## config.mk

```make
export PLATFORM = sky130hd
export DESIGN_NAME = stopwatch_countdown_controller_unit_flat
export DESIGN_NICKNAME = d
export VERILOG_FILES = /design/src/rtl/scc_pkg.sv /design/src/rtl/scc_if.sv /design/src/rtl/scc_front.sv /design/src/rtl/scc_queue.sv /design/src/rtl/scc_back.sv /design/src/rtl/stopwatch_countdown_controller_unit.sv /design/src/flat_wrapper.sv
export SDC_FILE = /design/constraint.sdc
export NUM_CORES = 1
export LEC_CHECK = 0
export BUFFER_PORTS_ARGS = -buffer_cell sky130_fd_sc_hd__buf_2
export CAP_MARGIN = 10
export CORE_ASPECT_RATIO = 1.75
export CORE_MARGIN = 3
export CORE_UTILIZATION = 63
export CTS_CLUSTER_DIAMETER = 120
export DETAILED_ROUTE_END_ITERATION = 6
export PLACE_DENSITY = 0.83
export SYNTH_ARGS = -nofsm -noshare
export SYNTH_HDL_FRONTEND = slang
export SYNTH_SLANG_ARGS = --single-unit
```

## constraint.sdc

```tcl
create_clock -name i_clk -period 6.4 [get_ports i_clk]
set_clock_uncertainty 0.1 [all_clocks]
set_input_delay 0.64 -clock i_clk [delete_from_list [all_inputs] [get_ports i_clk]]
set_output_delay 0.64 -clock i_clk [all_outputs]
set_load 0.01 [all_outputs]
```

## src/rtl/scc_pkg.sv

```systemverilog
// Shared constants, types and helpers of the stopwatch / countdown controller.
`timescale 1ns / 1ps

package scc_pkg;

    // Counter limits and timing
    localparam int MAX_COUNT        = 9999;
    localparam int LINE_DEPTH       = 16;
    localparam int TICKS_PER_SECOND = 100;
    localparam int COUNTER_CEIL     = 16383;

    // Field widths
    localparam int COUNT_W = 14;
    localparam int SEC_W   = 7;
    localparam int CHAR_W  = 8;
    localparam int EV_W    = 3;
    localparam int LEN_W   = $clog2(LINE_DEPTH);
    localparam int ACC_CAP = 100;
    localparam int ACC_W   = $clog2(ACC_CAP + 1);
    localparam int LOAD_W  = SEC_W + $clog2(TICKS_PER_SECOND + 1);

    // Characters of the command line
    localparam logic [CHAR_W-1:0] CH_CR   = 8'h0D;
    localparam logic [CHAR_W-1:0] CH_LF   = 8'h0A;
    localparam logic [CHAR_W-1:0] CH_ZERO = 8'h30;
    localparam logic [CHAR_W-1:0] CH_ONE  = 8'h31;
    localparam logic [CHAR_W-1:0] CH_NINE = 8'h39;
    localparam logic [CHAR_W-1:0] CH_M    = 8'h4D;
    localparam logic [CHAR_W-1:0] CH_P    = 8'h50;
    localparam logic [CHAR_W-1:0] CH_R    = 8'h52;
    localparam logic [CHAR_W-1:0] CH_T    = 8'h54;

    // Input item kinds
    typedef enum logic [1:0] {
        OP_TICK       = 2'd0,
        OP_START_STOP = 2'd1,
        OP_RESET      = 2'd2,
        OP_CHAR       = 2'd3
    } t_op;

    // Commands decoded from a finished line
    typedef enum logic [2:0] {
        CMD_NONE = 3'd0,
        CMD_M0   = 3'd1,
        CMD_M1   = 3'd2,
        CMD_TSET = 3'd3,
        CMD_TBAD = 3'd4,
        CMD_TP   = 3'd5,
        CMD_TR   = 3'd6
    } t_cmd;

    // Event codes reported with each result
    typedef enum logic [EV_W-1:0] {
        EV_NONE     = 3'd0,
        EV_DONE     = 3'd1,
        EV_SW_MODE  = 3'd2,
        EV_TMR_MODE = 3'd3,
        EV_STARTED  = 3'd4,
        EV_BAD_TIME = 3'd5,
        EV_PAUSED   = 3'd6,
        EV_RESUMED  = 3'd7
    } t_event;

    // Classified item passed from the front to the back
    typedef struct packed {
        t_op               op;
        t_cmd              cmd;
        logic [SEC_W-1:0]  secs;
        logic [CHAR_W-1:0] ch;
    } t_cmd_item;

    function automatic logic is_digit(input logic [CHAR_W-1:0] c);
        return (c >= CH_ZERO) && (c <= CH_NINE);
    endfunction

endpackage

```

## src/rtl/scc_if.sv

```systemverilog
// Valid/ready channel interfaces for input items and result items.
`timescale 1ns / 1ps

interface scc_in_if;
    logic                      valid;
    logic                      ready;
    logic [1:0]                op;
    logic [scc_pkg::CHAR_W-1:0] rx_char;

    modport source (output valid, op, rx_char, input ready);
    modport sink   (input valid, op, rx_char, output ready);
endinterface

interface scc_out_if;
    logic                        valid;
    logic                        ready;
    logic [scc_pkg::COUNT_W-1:0] count_value;
    logic                        running;
    logic                        mode;
    logic [scc_pkg::EV_W-1:0]    event_code;
    logic [scc_pkg::SEC_W-1:0]   set_seconds;
    logic                        echo_valid;
    logic [scc_pkg::CHAR_W-1:0]  echo_char;

    modport source (output valid, count_value, running, mode, event_code, set_seconds,
                    echo_valid, echo_char, input ready);
    modport sink   (input valid, count_value, running, mode, event_code, set_seconds,
                    echo_valid, echo_char, output ready);
endinterface

```

## src/rtl/scc_front.sv

```systemverilog
// Front end: accepts items, gathers the command line and decodes finished lines.
`timescale 1ns / 1ps

module scc_front (
    input  logic                i_clk,
    input  logic                i_rst_n,
    scc_in_if.sink              i_in,
    output logic                o_push_valid,
    output scc_pkg::t_cmd_item  o_push_item,
    input  logic                i_push_ready
);

    logic [scc_pkg::LEN_W-1:0]  r_len, n_len;
    logic [scc_pkg::CHAR_W-1:0] r_first, n_first;
    logic [scc_pkg::CHAR_W-1:0] r_second, n_second;
    logic [scc_pkg::ACC_W-1:0]  r_accum, n_accum;
    logic                       r_done, n_done;

    logic                       accept;
    logic [scc_pkg::CHAR_W-1:0] ch;
    logic                       ch_digit;
    logic [3:0]                 dval;
    logic [scc_pkg::ACC_W+3:0]  acc_next;
    logic                       line_full;
    logic                       line_end;
    logic                       two;
    scc_pkg::t_cmd              cmd;

    assign accept       = i_in.valid && i_push_ready;
    assign i_in.ready   = i_push_ready;
    assign o_push_valid = i_in.valid;

    assign ch        = i_in.rx_char;
    assign ch_digit  = scc_pkg::is_digit(ch);
    assign dval      = 4'(ch - scc_pkg::CH_ZERO);
    assign acc_next  = (scc_pkg::ACC_W+4)'(r_accum) * (scc_pkg::ACC_W+4)'(10)
                     + (scc_pkg::ACC_W+4)'(dval);
    assign line_full = (r_len == scc_pkg::LEN_W'(scc_pkg::LINE_DEPTH - 1));
    assign line_end  = (ch == scc_pkg::CH_CR) || (ch == scc_pkg::CH_LF);
    assign two       = (r_len == scc_pkg::LEN_W'(2));

    // Decode the gathered line into a command
    always_comb begin
        cmd = scc_pkg::CMD_NONE;
        if (r_len != '0 && !line_full && line_end) begin
            if (two && r_first == scc_pkg::CH_M && r_second == scc_pkg::CH_ZERO) begin
                cmd = scc_pkg::CMD_M0;
            end else if (two && r_first == scc_pkg::CH_M && r_second == scc_pkg::CH_ONE) begin
                cmd = scc_pkg::CMD_M1;
            end else if (r_first == scc_pkg::CH_T && r_len >= scc_pkg::LEN_W'(2)
                         && scc_pkg::is_digit(r_second)) begin
                if (r_accum >= scc_pkg::ACC_W'(1) && r_accum <= scc_pkg::ACC_W'(99))
                    cmd = scc_pkg::CMD_TSET;
                else
                    cmd = scc_pkg::CMD_TBAD;
            end else if (two && r_first == scc_pkg::CH_T && r_second == scc_pkg::CH_P) begin
                cmd = scc_pkg::CMD_TP;
            end else if (two && r_first == scc_pkg::CH_T && r_second == scc_pkg::CH_R) begin
                cmd = scc_pkg::CMD_TR;
            end
        end
    end

    assign o_push_item.op   = scc_pkg::t_op'(i_in.op);
    assign o_push_item.cmd  = (scc_pkg::t_op'(i_in.op) == scc_pkg::OP_CHAR)
                            ? cmd : scc_pkg::CMD_NONE;
    assign o_push_item.secs = scc_pkg::SEC_W'(r_accum);
    assign o_push_item.ch   = ch;

    // Line gathering and incremental digit parse
    always_comb begin
        n_len    = r_len;
        n_first  = r_first;
        n_second = r_second;
        n_accum  = r_accum;
        n_done   = r_done;
        if (accept && scc_pkg::t_op'(i_in.op) == scc_pkg::OP_CHAR) begin
            if (line_full || line_end) begin
                n_len = '0;
            end else begin
                n_len = r_len + scc_pkg::LEN_W'(1);
                if (r_len == '0) begin
                    n_first = ch;
                    n_accum = '0;
                    n_done  = 1'b0;
                end else if (r_len == scc_pkg::LEN_W'(1)) begin
                    n_second = ch;
                    if (ch_digit) n_accum = scc_pkg::ACC_W'(dval);
                    else          n_done  = 1'b1;
                end else if (!r_done) begin
                    if (ch_digit) begin
                        if (acc_next > (scc_pkg::ACC_W+4)'(scc_pkg::ACC_CAP))
                            n_accum = scc_pkg::ACC_W'(scc_pkg::ACC_CAP);
                        else
                            n_accum = scc_pkg::ACC_W'(acc_next);
                    end else begin
                        n_done = 1'b1;
                    end
                end
            end
        end
    end

    always_ff @(posedge i_clk) begin
        if (!i_rst_n) begin
            r_len    <= '0;
            r_first  <= '0;
            r_second <= '0;
            r_accum  <= '0;
            r_done   <= 1'b0;
        end else begin
            r_len    <= n_len;
            r_first  <= n_first;
            r_second <= n_second;
            r_accum  <= n_accum;
            r_done   <= n_done;
        end
    end

endmodule

```

## src/rtl/scc_queue.sv

```systemverilog
// Two-entry queue between the front end and the execution back end.
`timescale 1ns / 1ps

module scc_queue (
    input  logic                i_clk,
    input  logic                i_rst_n,
    input  logic                i_push_valid,
    input  scc_pkg::t_cmd_item  i_push_item,
    output logic                o_push_ready,
    output logic                o_pop_valid,
    output scc_pkg::t_cmd_item  o_pop_item,
    input  logic                i_pop_ready
);

    scc_pkg::t_cmd_item r_mem [2];
    logic               r_wptr, n_wptr;
    logic               r_rptr, n_rptr;
    logic [1:0]         r_count, n_count;
    logic               push;
    logic               pop;

    assign o_push_ready = (r_count != 2'd2);
    assign o_pop_valid  = (r_count != 2'd0);
    assign o_pop_item   = r_mem[r_rptr];
    assign push         = i_push_valid && o_push_ready;
    assign pop          = o_pop_valid && i_pop_ready;

    // Pointer and fill bookkeeping
    always_comb begin
        n_wptr  = push ? ~r_wptr : r_wptr;
        n_rptr  = pop  ? ~r_rptr : r_rptr;
        n_count = r_count + 2'(push) - 2'(pop);
    end

    always_ff @(posedge i_clk) begin
        if (!i_rst_n) begin
            r_wptr  <= 1'b0;
            r_rptr  <= 1'b0;
            r_count <= 2'd0;
        end else begin
            r_wptr  <= n_wptr;
            r_rptr  <= n_rptr;
            r_count <= n_count;
        end
    end

    // Entry storage
    always_ff @(posedge i_clk) begin
        if (push) r_mem[r_wptr] <= i_push_item;
    end

endmodule

```

## src/rtl/scc_back.sv

```systemverilog
// Back end: runs the counter, applies commands and holds the result register.
`timescale 1ns / 1ps

module scc_back (
    input  logic                i_clk,
    input  logic                i_rst_n,
    input  logic                i_pop_valid,
    input  scc_pkg::t_cmd_item  i_pop_item,
    output logic                o_pop_ready,
    scc_out_if.source           o_out
);

    logic [scc_pkg::COUNT_W-1:0] r_count, n_count;
    logic                        r_run, n_run;
    logic                        r_mode, n_mode;
    logic                        r_valid;

    logic [scc_pkg::COUNT_W-1:0] r_o_count;
    logic                        r_o_run;
    logic                        r_o_mode;
    scc_pkg::t_event             r_o_event, n_event;
    logic [scc_pkg::SEC_W-1:0]   r_o_secs, n_secs;
    logic                        r_o_echo_v;
    logic [scc_pkg::CHAR_W-1:0]  r_o_echo;

    logic                        take;
    logic [scc_pkg::LOAD_W-1:0]  load;
    logic [scc_pkg::COUNT_W-1:0] load_sat;
    logic [scc_pkg::COUNT_W-1:0] dec;

    assign o_pop_ready = !r_valid || o_out.ready;
    assign take        = i_pop_valid && o_pop_ready;

    // Timer preset, saturated to the counter width
    assign load     = scc_pkg::LOAD_W'(i_pop_item.secs)
                    * scc_pkg::LOAD_W'(scc_pkg::TICKS_PER_SECOND);
    assign load_sat = (load > scc_pkg::LOAD_W'(scc_pkg::COUNTER_CEIL))
                    ? scc_pkg::COUNT_W'(scc_pkg::COUNTER_CEIL) : scc_pkg::COUNT_W'(load);
    assign dec      = (r_count != '0) ? r_count - scc_pkg::COUNT_W'(1) : r_count;

    // Execute one classified item
    always_comb begin
        n_count = r_count;
        n_run   = r_run;
        n_mode  = r_mode;
        n_event = scc_pkg::EV_NONE;
        n_secs  = '0;
        case (i_pop_item.op)
            scc_pkg::OP_TICK: begin
                if (r_run) begin
                    if (!r_mode) begin
                        if (r_count < scc_pkg::COUNT_W'(scc_pkg::MAX_COUNT))
                            n_count = r_count + scc_pkg::COUNT_W'(1);
                        else
                            n_run = 1'b0;
                    end else begin
                        n_count = dec;
                        if (dec == '0) begin
                            n_run   = 1'b0;
                            n_event = scc_pkg::EV_DONE;
                        end
                    end
                end
            end
            scc_pkg::OP_START_STOP: begin
                if (!r_mode) n_run = !r_run;
            end
            scc_pkg::OP_RESET: begin
                if (!r_mode && !r_run) n_count = '0;
            end
            default: begin
                unique case (i_pop_item.cmd)
                    scc_pkg::CMD_M0: begin
                        n_mode  = 1'b0;
                        n_run   = 1'b0;
                        n_count = '0;
                        n_event = scc_pkg::EV_SW_MODE;
                    end
                    scc_pkg::CMD_M1: begin
                        n_mode  = 1'b1;
                        n_run   = 1'b0;
                        n_count = '0;
                        n_event = scc_pkg::EV_TMR_MODE;
                    end
                    scc_pkg::CMD_TSET: begin
                        if (r_mode) begin
                            n_count = load_sat;
                            n_run   = 1'b1;
                            n_secs  = i_pop_item.secs;
                            n_event = scc_pkg::EV_STARTED;
                        end
                    end
                    scc_pkg::CMD_TBAD: begin
                        if (r_mode) n_event = scc_pkg::EV_BAD_TIME;
                    end
                    scc_pkg::CMD_TP: begin
                        if (r_mode) begin
                            n_run   = 1'b0;
                            n_event = scc_pkg::EV_PAUSED;
                        end
                    end
                    scc_pkg::CMD_TR: begin
                        if (r_mode && r_count != '0) begin
                            n_run   = 1'b1;
                            n_event = scc_pkg::EV_RESUMED;
                        end
                    end
                    default: ;
                endcase
            end
        endcase
    end

    // Architectural state and result valid
    always_ff @(posedge i_clk) begin
        if (!i_rst_n) begin
            r_count <= '0;
            r_run   <= 1'b0;
            r_mode  <= 1'b0;
            r_valid <= 1'b0;
        end else begin
            if (take) begin
                r_count <= n_count;
                r_run   <= n_run;
                r_mode  <= n_mode;
            end
            if (o_pop_ready) r_valid <= i_pop_valid;
        end
    end

    // Result payload
    always_ff @(posedge i_clk) begin
        if (take) begin
            r_o_count  <= n_count;
            r_o_run    <= n_run;
            r_o_mode   <= n_mode;
            r_o_event  <= n_event;
            r_o_secs   <= n_secs;
            r_o_echo_v <= (i_pop_item.op == scc_pkg::OP_CHAR);
            r_o_echo   <= (i_pop_item.op == scc_pkg::OP_CHAR) ? i_pop_item.ch : '0;
        end
    end

    assign o_out.valid       = r_valid;
    assign o_out.count_value = r_o_count;
    assign o_out.running     = r_o_run;
    assign o_out.mode        = r_o_mode;
    assign o_out.event_code  = r_o_event;
    assign o_out.set_seconds = r_o_secs;
    assign o_out.echo_valid  = r_o_echo_v;
    assign o_out.echo_char   = r_o_echo;

endmodule

```

## src/rtl/stopwatch_countdown_controller_unit.sv

```systemverilog
// Path: a result is presented once its item has passed the queue and then the result
// register, and it is held until the downstream ready takes it.
// Throughput: one item per cycle while the queue is not full; the two-entry queue lets the
// front keep accepting items while the result register waits on the downstream ready.
// Reset: synchronous active-low i_rst_n clears the count, run flag, mode (stopwatch),
// the command line state and the queue; the block accepts items right after reset.
`timescale 1ns / 1ps

module stopwatch_countdown_controller_unit (
    input  logic      i_clk,
    input  logic      i_rst_n,
    scc_in_if.sink    i_in,
    scc_out_if.source o_out
);

    logic               push_valid;
    logic               push_ready;
    scc_pkg::t_cmd_item push_item;
    logic               pop_valid;
    logic               pop_ready;
    scc_pkg::t_cmd_item pop_item;

    scc_front u_front (
        .i_clk        (i_clk),
        .i_rst_n      (i_rst_n),
        .i_in         (i_in),
        .o_push_valid (push_valid),
        .o_push_item  (push_item),
        .i_push_ready (push_ready)
    );

    scc_queue u_queue (
        .i_clk        (i_clk),
        .i_rst_n      (i_rst_n),
        .i_push_valid (push_valid),
        .i_push_item  (push_item),
        .o_push_ready (push_ready),
        .o_pop_valid  (pop_valid),
        .o_pop_item   (pop_item),
        .i_pop_ready  (pop_ready)
    );

    scc_back u_back (
        .i_clk       (i_clk),
        .i_rst_n     (i_rst_n),
        .i_pop_valid (pop_valid),
        .i_pop_item  (pop_item),
        .o_pop_ready (pop_ready),
        .o_out       (o_out)
    );

    // A finished countdown leaves the timer stopped at zero
    a_done_stops: assert property (@(posedge i_clk) disable iff (!i_rst_n)
        o_out.valid && o_out.event_code == scc_pkg::EV_DONE
        |-> !o_out.running && o_out.count_value == '0)
        else $error("timer done without stopped zero count");

    // Seconds are reported exactly with a start event
    a_secs_with_start: assert property (@(posedge i_clk) disable iff (!i_rst_n)
        o_out.valid |->
        ((o_out.set_seconds != '0) == (o_out.event_code == scc_pkg::EV_STARTED)))
        else $error("set_seconds does not match start event");

    // Mode commands clear and stop the count and set the mode
    a_mode_switch: assert property (@(posedge i_clk) disable iff (!i_rst_n)
        o_out.valid && (o_out.event_code == scc_pkg::EV_SW_MODE ||
                        o_out.event_code == scc_pkg::EV_TMR_MODE)
        |-> o_out.count_value == '0 && !o_out.running &&
            (o_out.mode == (o_out.event_code == scc_pkg::EV_TMR_MODE)))
        else $error("mode switch left count or mode wrong");

    // Only character items carry command events
    a_cmd_from_char: assert property (@(posedge i_clk) disable iff (!i_rst_n)
        o_out.valid && !o_out.echo_valid
        |-> (o_out.event_code == scc_pkg::EV_NONE || o_out.event_code == scc_pkg::EV_DONE))
        else $error("command event on a non-character item");

endmodule
```

## src/flat_wrapper.sv

```systemverilog
// flat-port wrapper written by rule: the top's interface ports become plain ports
module stopwatch_countdown_controller_unit_flat 
  (i_clk, i_rst_n, i_in_valid, i_in_op, i_in_rx_char, i_in_ready, o_out_valid, o_out_count_value, o_out_running, o_out_mode, o_out_event_code, o_out_set_seconds, o_out_echo_valid, o_out_echo_char, o_out_ready);
  scc_in_if i_in_i ();
  scc_out_if o_out_i ();
  input  logic i_clk;
  input  logic i_rst_n;
  input wire logic [$bits(i_in_i.valid)-1:0] i_in_valid;
  input wire logic [$bits(i_in_i.op)-1:0] i_in_op;
  input wire logic [$bits(i_in_i.rx_char)-1:0] i_in_rx_char;
  output wire logic [$bits(i_in_i.ready)-1:0] i_in_ready;
  output wire logic [$bits(o_out_i.valid)-1:0] o_out_valid;
  output wire logic [$bits(o_out_i.count_value)-1:0] o_out_count_value;
  output wire logic [$bits(o_out_i.running)-1:0] o_out_running;
  output wire logic [$bits(o_out_i.mode)-1:0] o_out_mode;
  output wire logic [$bits(o_out_i.event_code)-1:0] o_out_event_code;
  output wire logic [$bits(o_out_i.set_seconds)-1:0] o_out_set_seconds;
  output wire logic [$bits(o_out_i.echo_valid)-1:0] o_out_echo_valid;
  output wire logic [$bits(o_out_i.echo_char)-1:0] o_out_echo_char;
  input wire logic [$bits(o_out_i.ready)-1:0] o_out_ready;
  assign i_in_i.valid = i_in_valid;
  assign i_in_i.op = i_in_op;
  assign i_in_i.rx_char = i_in_rx_char;
  assign i_in_ready = i_in_i.ready;
  assign o_out_valid = o_out_i.valid;
  assign o_out_count_value = o_out_i.count_value;
  assign o_out_running = o_out_i.running;
  assign o_out_mode = o_out_i.mode;
  assign o_out_event_code = o_out_i.event_code;
  assign o_out_set_seconds = o_out_i.set_seconds;
  assign o_out_echo_valid = o_out_i.echo_valid;
  assign o_out_echo_char = o_out_i.echo_char;
  assign o_out_i.ready = o_out_ready;
  stopwatch_countdown_controller_unit u_core (.i_clk(i_clk), .i_rst_n(i_rst_n), .i_in(i_in_i), .o_out(o_out_i));
endmodule
```

==> results.sh <==
export IMPL_cts_hold_buf=0
export IMPL_fin_setup_tns_ns=0
export IMPL_first_iter_violations=642
export IMPL_grt_pass1_wl_mm=35.4
export IMPL_status="finished with violations"
export IMPL_cts_tree="built"
export IMPL_fin_crit_sh_pct=69.9
export IMPL_vias=6629
export IMPL_arrival_ns=4.71
export IMPL_die_height_um=151
export IMPL_synth_area_leaders="edfxtp_1 (30%), dfxtp_1 (13%), ha_1 (8.6%), mux2i_1 (4.6%), nor2_1 (4.2%)"
export IMPL_place_detailed_hpwl_mm=16.0
export IMPL_switchingPower_uw=1490
export IMPL_worstSetupPathType="reg2reg"
export IMPL_vias_per_cell=6.88
export IMPL_cts_root_buf="clkbuf_16"
export IMPL_place_congestion=0.977
export IMPL_ys_seq_area_share_pct=43.1
export IMPL_synth_top_cell_area_share_pct=29.9
export IMPL_grt_overflow=0
export IMPL_finalWirelength_mm=22.6
export IMPL_fin_util_pct=72.4
export IMPL_yosys_area_top_type="edfxtp_1"
export IMPL_cts_buffers=17
export IMPL_whs_ns=0.383
export IMPL_placed_cell_area_sq_um=7810
export IMPL_final_max_slew_viol_count=0
export IMPL_synth_edf_count=75
export IMPL_end_kind="flop"
export IMPL_rows=52
export IMPL_async_flop_share_pct=0
export IMPL_synth_seq_cells=125
export IMPL_grt_start_max_net_pins=52
export IMPL_antenna_found_initial=1
export IMPL_vdd_drop_max_uv=354
export IMPL_swShare_pct=40.3
export IMPL_hold_viol=0
export IMPL_clockBufferDepth=2
export IMPL_synth_net_count=853
export IMPL_clkTransAtPathRegs_ns=0.06
export IMPL_violations="design-rule violations"
export IMPL_crit_path_max_fanout=23
export IMPL_cts_setup_buffers=0
export IMPL_drtPass1Iterations=7
export IMPL_worstPathCellList="buf_4, mux2_2, ha_1, ha_1, inv_1, fa_1, inv_1, ha_1, nor2b_1, o31a_1, o21a_1, or4b_2, a31oi_1, nand2_1, a21oi_1"
export IMPL_crit_path_frequent_cell="ha_1"
export IMPL_fillers=811
export IMPL_avgRoutedWirePerCell_um=23.5
export IMPL_design_area_sq_um=8430
export IMPL_start_kind="flop"
export IMPL_hold_class="in2reg"
export IMPL_finalSetupViolations=0
export IMPL_grt_pass1_vias=6649
export IMPL_die_area_sq_um=13400
export IMPL_worstPathRequired_ns=6.64
export IMPL_ys_flop_type="edfxtp_1"
export IMPL_antenna_cells=0
export IMPL_start_util_pct=64.8
export IMPL_crit_slowest_cell="or4b_2"
export IMPL_min_period_ns=4.47
export IMPL_yosysWarnings=0
export IMPL_cts_resized=0
export IMPL_instances_no_fill=963
export IMPL_drive_gt1_share_pct=12.7
export IMPL_worst_r2r_path_depth=15
export IMPL_io_buffers=50
export IMPL_postRouteAntennaNets=0
export IMPL_fin_nets=885
export IMPL_area_growth_pct=11.8
export IMPL_synth_cell_types=79
export IMPL_fp_dieW_um=88.7
export IMPL_min_path_cells=1
export IMPL_drc=1
export IMPL_cts_htree_levels=4
export IMPL_clock_latency_ns=0.42
export IMPL_grt_usage_pct=35.7
export IMPL_postSynthCellCount=783
export IMPL_drv_cap=0
export IMPL_core_area_sq_um=11600
export IMPL_p_per_area_nw_per_um2=438
export IMPL_comb_power_share_pct=42.7
export IMPL_synth_avg_cell_area_sq_um=9.63
export IMPL_internal_power_uw=2200
export IMPL_grt_setup_unrepaired="false"
export IMPL_dpl_cell_count=930
export IMPL_io_pins=51
export IMPL_max_freq_ghz=0.224
export IMPL_syn_cell_area_sq_um=7540
export IMPL_maxSlewHeadroom_pct=17.2
export IMPL_cpPeakStageDelay_ns=0.63
export IMPL_cts_sinks=125
export IMPL_tightest_slew_ns=1.23
export IMPL_power_share_clock_pct=26.1
export IMPL_seq_power_share_pct=31.2
export IMPL_power_leakage_uw=0.00344
[final cells by class]
| cell class | instances | area [sq um] | area share (%) |
|---|---|---|---|
| Clock inverter | 14 | 160 | 1.90 |
| Inverter | 34 | 128 | 1.51 |
| Tap cell | 135 | 169 | 2.00 |
| Multi-Input combinational cell | 583 | 3990 | 47.3 |
| Sequential cell | 125 | 3250 | 38.6 |
| Clock buffer | 18 | 429 | 5.09 |
| Timing Repair Buffer | 54 | 300 | 3.56 |
[sequential cells by signal, summed over array words and instances, names as in the netlist, named ones only]
signal                           flops
u_core.u_front.r_first               8
u_core.u_queue.r_rptr                1
u_core.u_back.o_out.valid            1
u_core.u_back.o_out.echo_char        8
u_core.u_back.r_mode                 1
u_core.u_back.r_count               14
u_core.u_queue.r_wptr                1
u_core.u_queue.r_mem                40
u_core.u_front.r_accum               7
u_core.u_back.r_run                  1
u_core.u_back.o_out.event_code       3
u_core.u_back.o_out.mode             1
u_core.u_back.o_out.running          1
u_core.u_front.r_done                1
u_core.u_front.r_second              8
u_core.u_queue.r_count               2
u_core.u_back.o_out.set_seconds      7
u_core.u_back.o_out.count_value     14
u_core.u_front.r_len                 4
u_core.u_back.o_out.echo_valid       1
[path summary, 6_finish.rpt]
kind,slack [ns],start,to
max,1.93,flop,u_core.u_back.r_count[12]$_SDFFE_PN0P_
max reg2reg,1.93,flop,u_core.u_back.r_count[12]$_SDFFE_PN0P_
min,0.38,i_in_rx_char[6],u_core.u_queue.r_mem[1][6]$_DFFE_PP_
min reg2reg,0.39,u_core.u_front.r_done$_SDFFE_PN0P_,u_core.u_front.r_done$_SDFFE_PN0P_
[power by group through the flow]
| stage | logic, uW | registers, uW | clock network, uW |
|---|---|---|---|
| floorplan | 1080 | 1170 | 0 |
| global placement | 1480 | 1150 | 0 |
| detailed placement | 1520 | 1160 | 0 |
| CTS | 1540 | 1150 | 965 |
| global route | 1730 | 1160 | 1000 |
| finish | 1580 | 1150 | 965 |
[worst max-delay path: cells and delay by family (launching register included)]
family,cells,cell delay [ns]
adder cells (fa/ha/maj),4,1.44
AND/OR/NAND/NOR,3,0.87
AO/OA/AOI/OAI,4,0.84
multiplexers,1,0.44
buffers and inverters,3,0.42
flip-flops,1,0.30
[metrics by stage]
stage	power, uW	worst slack [ns]
after floorplan	2240	2.06
after global placement	2630	2.01
after detailed placement	2680	1.98
after CTS	3650	1.94
after global routing	3900	1.78
final	3690	1.93
[kinds of logic after synthesis]
kind of cell / count (synthesis) / share of synthesized area (%)
simple gates: 293 / 19.7
compound gates: 174 / 15.7
flops: 125 / 43.1
buf+inv: 75 / 3.93
fa+ha+maj: 56 / 9.69
mux: 43 / 5.84
xor+xnor: 17 / 1.97
[synth_stat cells (9+ instances only)]
cell / number
a21oi_1: 39
nor2b_1: 10
nor4_1: 12
mux2i_1: 35
xor2_1: 9
nand3_1: 22
nand2_1: 66
dfxtp_1: 50
o21ai_0: 37
ha_1: 52
a31oi_1: 9
and3_1: 9
nor3_1: 21
edfxtp_1: 75
nand4_1: 14
nor2_1: 84
or3_1: 9
clkbuf_1: 30
inv_1: 33
[cells in the final DEF, fill, tap and decap left out, types with 8 or more instances in the layout]
cell and n:
nor2b_1 10, inv_1 32, ha_1 52, nor3_1 21
xnor2_1 8, mux2i_1 35, buf_2 50, dfxtp_1 50
nand2b_1 8, o21ai_0 37, a21oi_1 39, a31oi_1 9
nand2_1 66, clkbuf_16 17, mux2_2 8, or3_1 9
xor2_1 9, nor2_1 84, nand3_1 22, nand4_1 14
and3_1 9, nor4_1 12, edfxtp_1 75
[per-layer routing]
metal  routed length, um  global-route usage (%)  up-vias
met5                  13                       0        -
met4                1740                    25.3        2
met3                1300                    8.11      133
met2               12200                    62.9      358
met1                7370                    35.8     3145
li1                    -                       -     2991
No activity file was read; power rests on OpenSTA's default activity.
